[src/csrms_ram.sv]
// Generic simple dual-port RAM: one write port, one read port with registered data.
// Uses no package; width and depth come from its parameters.
module csrms_ram #(
  parameter int WIDTH = 32,
  parameter int DEPTH = 64
) (
  input  logic                             clk,
  input  logic                             we,
  input  logic [$clog2(DEPTH > 1 ? DEPTH : 2)-1:0] waddr,
  input  logic [WIDTH-1:0]                 wdata,
  input  logic [$clog2(DEPTH > 1 ? DEPTH : 2)-1:0] raddr,
  output logic [WIDTH-1:0]                 rdata
);

  logic [WIDTH-1:0] mem [DEPTH];

  // Write and registered read
  always_ff @(posedge clk) begin
    if (we) begin
      mem[waddr] <= wdata;
    end
    rdata <= mem[raddr];
  end

endmodule

[config.mk]
export PLATFORM = sky130hd
export DESIGN_NAME = csrms_ram
export DESIGN_NICKNAME = d
export VERILOG_FILES = /design/src/csrms_ram.sv
export SDC_FILE = /design/constraint.sdc
export NUM_CORES = 2
export LEC_CHECK = 0
export BUFFER_PORTS_ARGS = -buffer_cell sky130_fd_sc_hd__buf_2
export CORE_ASPECT_RATIO = 0.75
export CORE_MARGIN = 1
export CORE_UTILIZATION = 30
export CTS_BUF_LIST = sky130_fd_sc_hd__clkbuf_16
export DETAILED_ROUTE_END_ITERATION = 10
export PLACE_DENSITY_LB_ADDON = 0.2
export SYNTH_ARGS = -nofsm -noshare
export SYNTH_HDL_FRONTEND = slang
export SYNTH_SLANG_ARGS = --single-unit
[constraint.sdc]
create_clock -name clk -period 4 [get_ports clk]
set_input_delay 0.4 -clock clk [delete_from_list [all_inputs] [get_ports clk]]
set_output_delay 0.4 -clock clk [all_outputs]
set_load 0.01 [all_outputs]
==> flow_summary.json <==
{
  "buffer_ports.inserted": 77,
  "post-synth-top-area-fraction": 0.783,
  "power.density_cell_area_nw_per_um2": 491,
  "final.min_clock_period_ps": 2960,
  "ys.warnings.count": 0,
  "worst_setup_path_end_kind": "flip-flop",
  "design.die.area_sq_um": 264000,
  "setup_repair_after_global_routing_missed_its_margin": "false",
  "core_area_sq_um": 260000,
  "post_synth_instance_area_sq_um": 78500,
  "cellLeakagePower_nw": 28.4,
  "floorplan.io_pins": 78,
  "max_freq_mhz": 338,
  "cts-buffers-inserted": 206,
  "maximum_count_of_clock_buffers_along_a_single_path": 4,
  "cts_htree_levels": 4,
  "fillers": 23900,
  "ant_nets": 0,
  "dr_total_vias": 36900,
  "die_h_microns": 445,
  "synth_edf_count": 2048,
  "worstHoldPathType": "input pin to flip-flop",
  "layout-drive-gt1-share": 0.312,
  "horizontal_extent_of_the_die_microns": 593,
  "synthDistinctLibCells": 34,
  "worst_path_most_repeated_cell": "mux4_2",
  "setup_viol": 0,
  "synth_async_sr_flop_share": 0,
  "layout.nets": 3719,
  "timing_hold_violations_final": 0,
  "synthMostInstantiatedCell": "edfxtp_1",
  "total_wire_length_after_detailed_routing_mm": 228,
  "grt_pass1_wl_mm": 314,
  "totalNegativeSetupSlack_ps": 0,
  "cap_violations": 0,
  "synth-seq-cells": 2080,
  "grt_overflow_total": 0,
  "post_drt_via_cell_ratio": 5.06,
  "crit_path_cell_trace": "buf_8 > buf_12 > buf_4 > mux4_2 > mux4_2 > o22ai_1 > nor2_1",
  "routedWlPerCell_microns": 31.2,
  "critical_path.startpoint_type": "input pin",
  "grt_antenna_before_repair": 33,
  "yosys-top-cells-count": "edfxtp_1 (2048), mux4_2 (544), nor2_1 (137)",
  "status": "completed",
  "crit_path_top_delay_cell": "o22ai_1",
  "cts.sinks": 2080,
  "timing.critical_path.required_ps": 4680,
  "p_total_mw": 45.0,
  "timing_worst_setup_path_type": "input pin to flip-flop",
  "critPathMaxFanout": 32,
  "crit_arrival_ps": 3640,
  "clock_root_buffer": "clkbuf_16",
  "postCtsSetupBuffers": 0,
  "worst_skew_pair.late_latency_ps": 850,
  "rows": 162,
  "gr-usage-all-layers": 0.172,
  "initial_core_util": 0.302,
  "max_slew_margin": 0.110,
  "synth.yosys.seq_area_share": 0.791,
  "drc": 0,
  "fin_crit_sh": 0.739,
  "tightest_slew_ps": 1340,
  "maximum_number_of_pins_on_one_net_before_global_route_repair": 67,
  "gpl.final_weighted_congestion": 0.748,
  "cts_tree": "done",
  "main_flop_type_after_synthesis": "edfxtp_1",
  "place_hpwl_mm": 130,
  "vias_in_the_first_global_route": 37800,
  "dr.first_iter.drc_count": 4013,
  "finClkSkew_ps": 37.6,
  "synth_largest_area_cell": "edfxtp_1",
  "first_pass_iters": 7,
  "ys_top_cells_by_area": "edfxtp_1 (78%), mux4_2 (16%), mux2i_1 (1.2%), dfxtp_1 (0.82%), o22ai_1 (0.67%)",
  "drv_slew": 0,
  "mappedNetlistNets": 3370,
  "crit_path_max_incr_delay_ps": 1030,
  "area_growth_pct": 16.6,
  "post_synth.cell_area_avg_sq_um": 23.6,
  "power.ir.vdd_worst_v": 0.000323,
  "path_clk_slew_ps": 60,
  "synthCells": 3324
}
area by class of cell:
cell class	count	area [sq um]	area share
Clock inverter	156	933	0.0102
Clock buffer	211	5280	0.0577
Sequential cell	2080	62100	0.679
Multi-Input combinational cell	1062	16000	0.174
Tap cell	3444	4310	0.0471
Antenna cell	8	20.0	0.000219
Timing Repair Buffer	323	2890	0.0316
state kept, by name, summed over array words and instances, names as in the netlist:
signal,count
mem,2048
rdata,32
cells by family (layout without fill, tap and decap cells):
logic type,after synthesis,in the layout,share of synthesized area
DFF,2080,2080,0.791
muxes,637,637,0.168
and+or+nand+nor,223,223,0.0127
AOI/OAI and AO/OA,202,202,0.0167
buffers and inverters,182,690,0.0113
other,0,8,0
worst max-delay path: cells and delay by family:
family,cells,cell delay (ps)
mux,2,1040
compound gates,1,1030
buf+inv,3,990
simple gates,1,120
worst paths after layout:
path                      to  depth (start not counted)   startpoint  slack (ps)
setup / recovery   rdata[13]                          7     raddr[0]        1040
hold / removal    mem[9][13]                          1    wdata[13]          60
setup reg to reg   rdata[13]                          4  mem[19][13]        1360
hold reg to reg    rdata[20]                          4  mem[12][20]         740
placed cells by master, fill, tap and decap left out, drive strengths merged, types with 3 or more instances in the layout:
master,netlist,final
a22oi,12,12
a41o,4,4
clkinv,0,87
diode,0,8
bufinv,0,10
edfxtp,2048,2048
a311oi,8,8
or2,3,3
mux4,544,544
inv,0,58
dfxtp,32,32
buf,108,318
and3,4,4
a21oi,62,62
o22ai,84,84
nor2b,15,15
nor2,137,137
clkbuf,74,211
o32ai,4,4
or3b,5,5
or3,3,3
nand3b,5,5
nand2,26,26
nand3,5,5
mux2i,93,93
o221ai,27,27
dlygate4sd3,0,5
nor3,7,7
nand2b,8,8
metal layers:
| metal | share of wire | global-route usage | routed length [microns] | vias to the layer above |
|---|---|---|---|---|
| met5 | 0.00033 | 0 | 76 | - |
| met4 | 0.017 | 0.0329 | 3940 | 14 |
| met3 | 0.067 | 0.0364 | 15300 | 259 |
| met2 | 0.45 | 0.260 | 103000 | 1111 |
| met1 | 0.46 | 0.256 | 106000 | 20500 |
| li1 | - | - | - | 15000 |
where the power goes:
group          internal (mW)  switching (mW)  leakage (nW)  total, mW
clock                   10.1            8.21          3.28       18.3
sequential              24.1           0.118          18.7       24.2
combinational          0.894            1.50          6.40       2.39
total                   35.2            9.82          28.4       45.0
what timing repair did:
item | 4_1_cts | 5_1_grt
gates resized for setup | 0 | 0
endpoints found under the setup margin | 0 | 0
endpoints found under the hold margin | 56 | 0
hold buffers | 5 | 0
through the flow:
stage                     cell area, sq um  cells  hold slack [ps]  setup WS (ps)   util
after global placement               85300   6904              713            239  0.328
final                                91500   7284             63.3           1040  0.352
after CTS                            91500   7276             1.28           1170  0.352
after detailed placement             85300   6904              727            233  0.328
after floorplan                      78500   3324              499            440      -
after global routing                 91500   7278             53.2            838  0.352
Power figures use the tool's default switching activity.
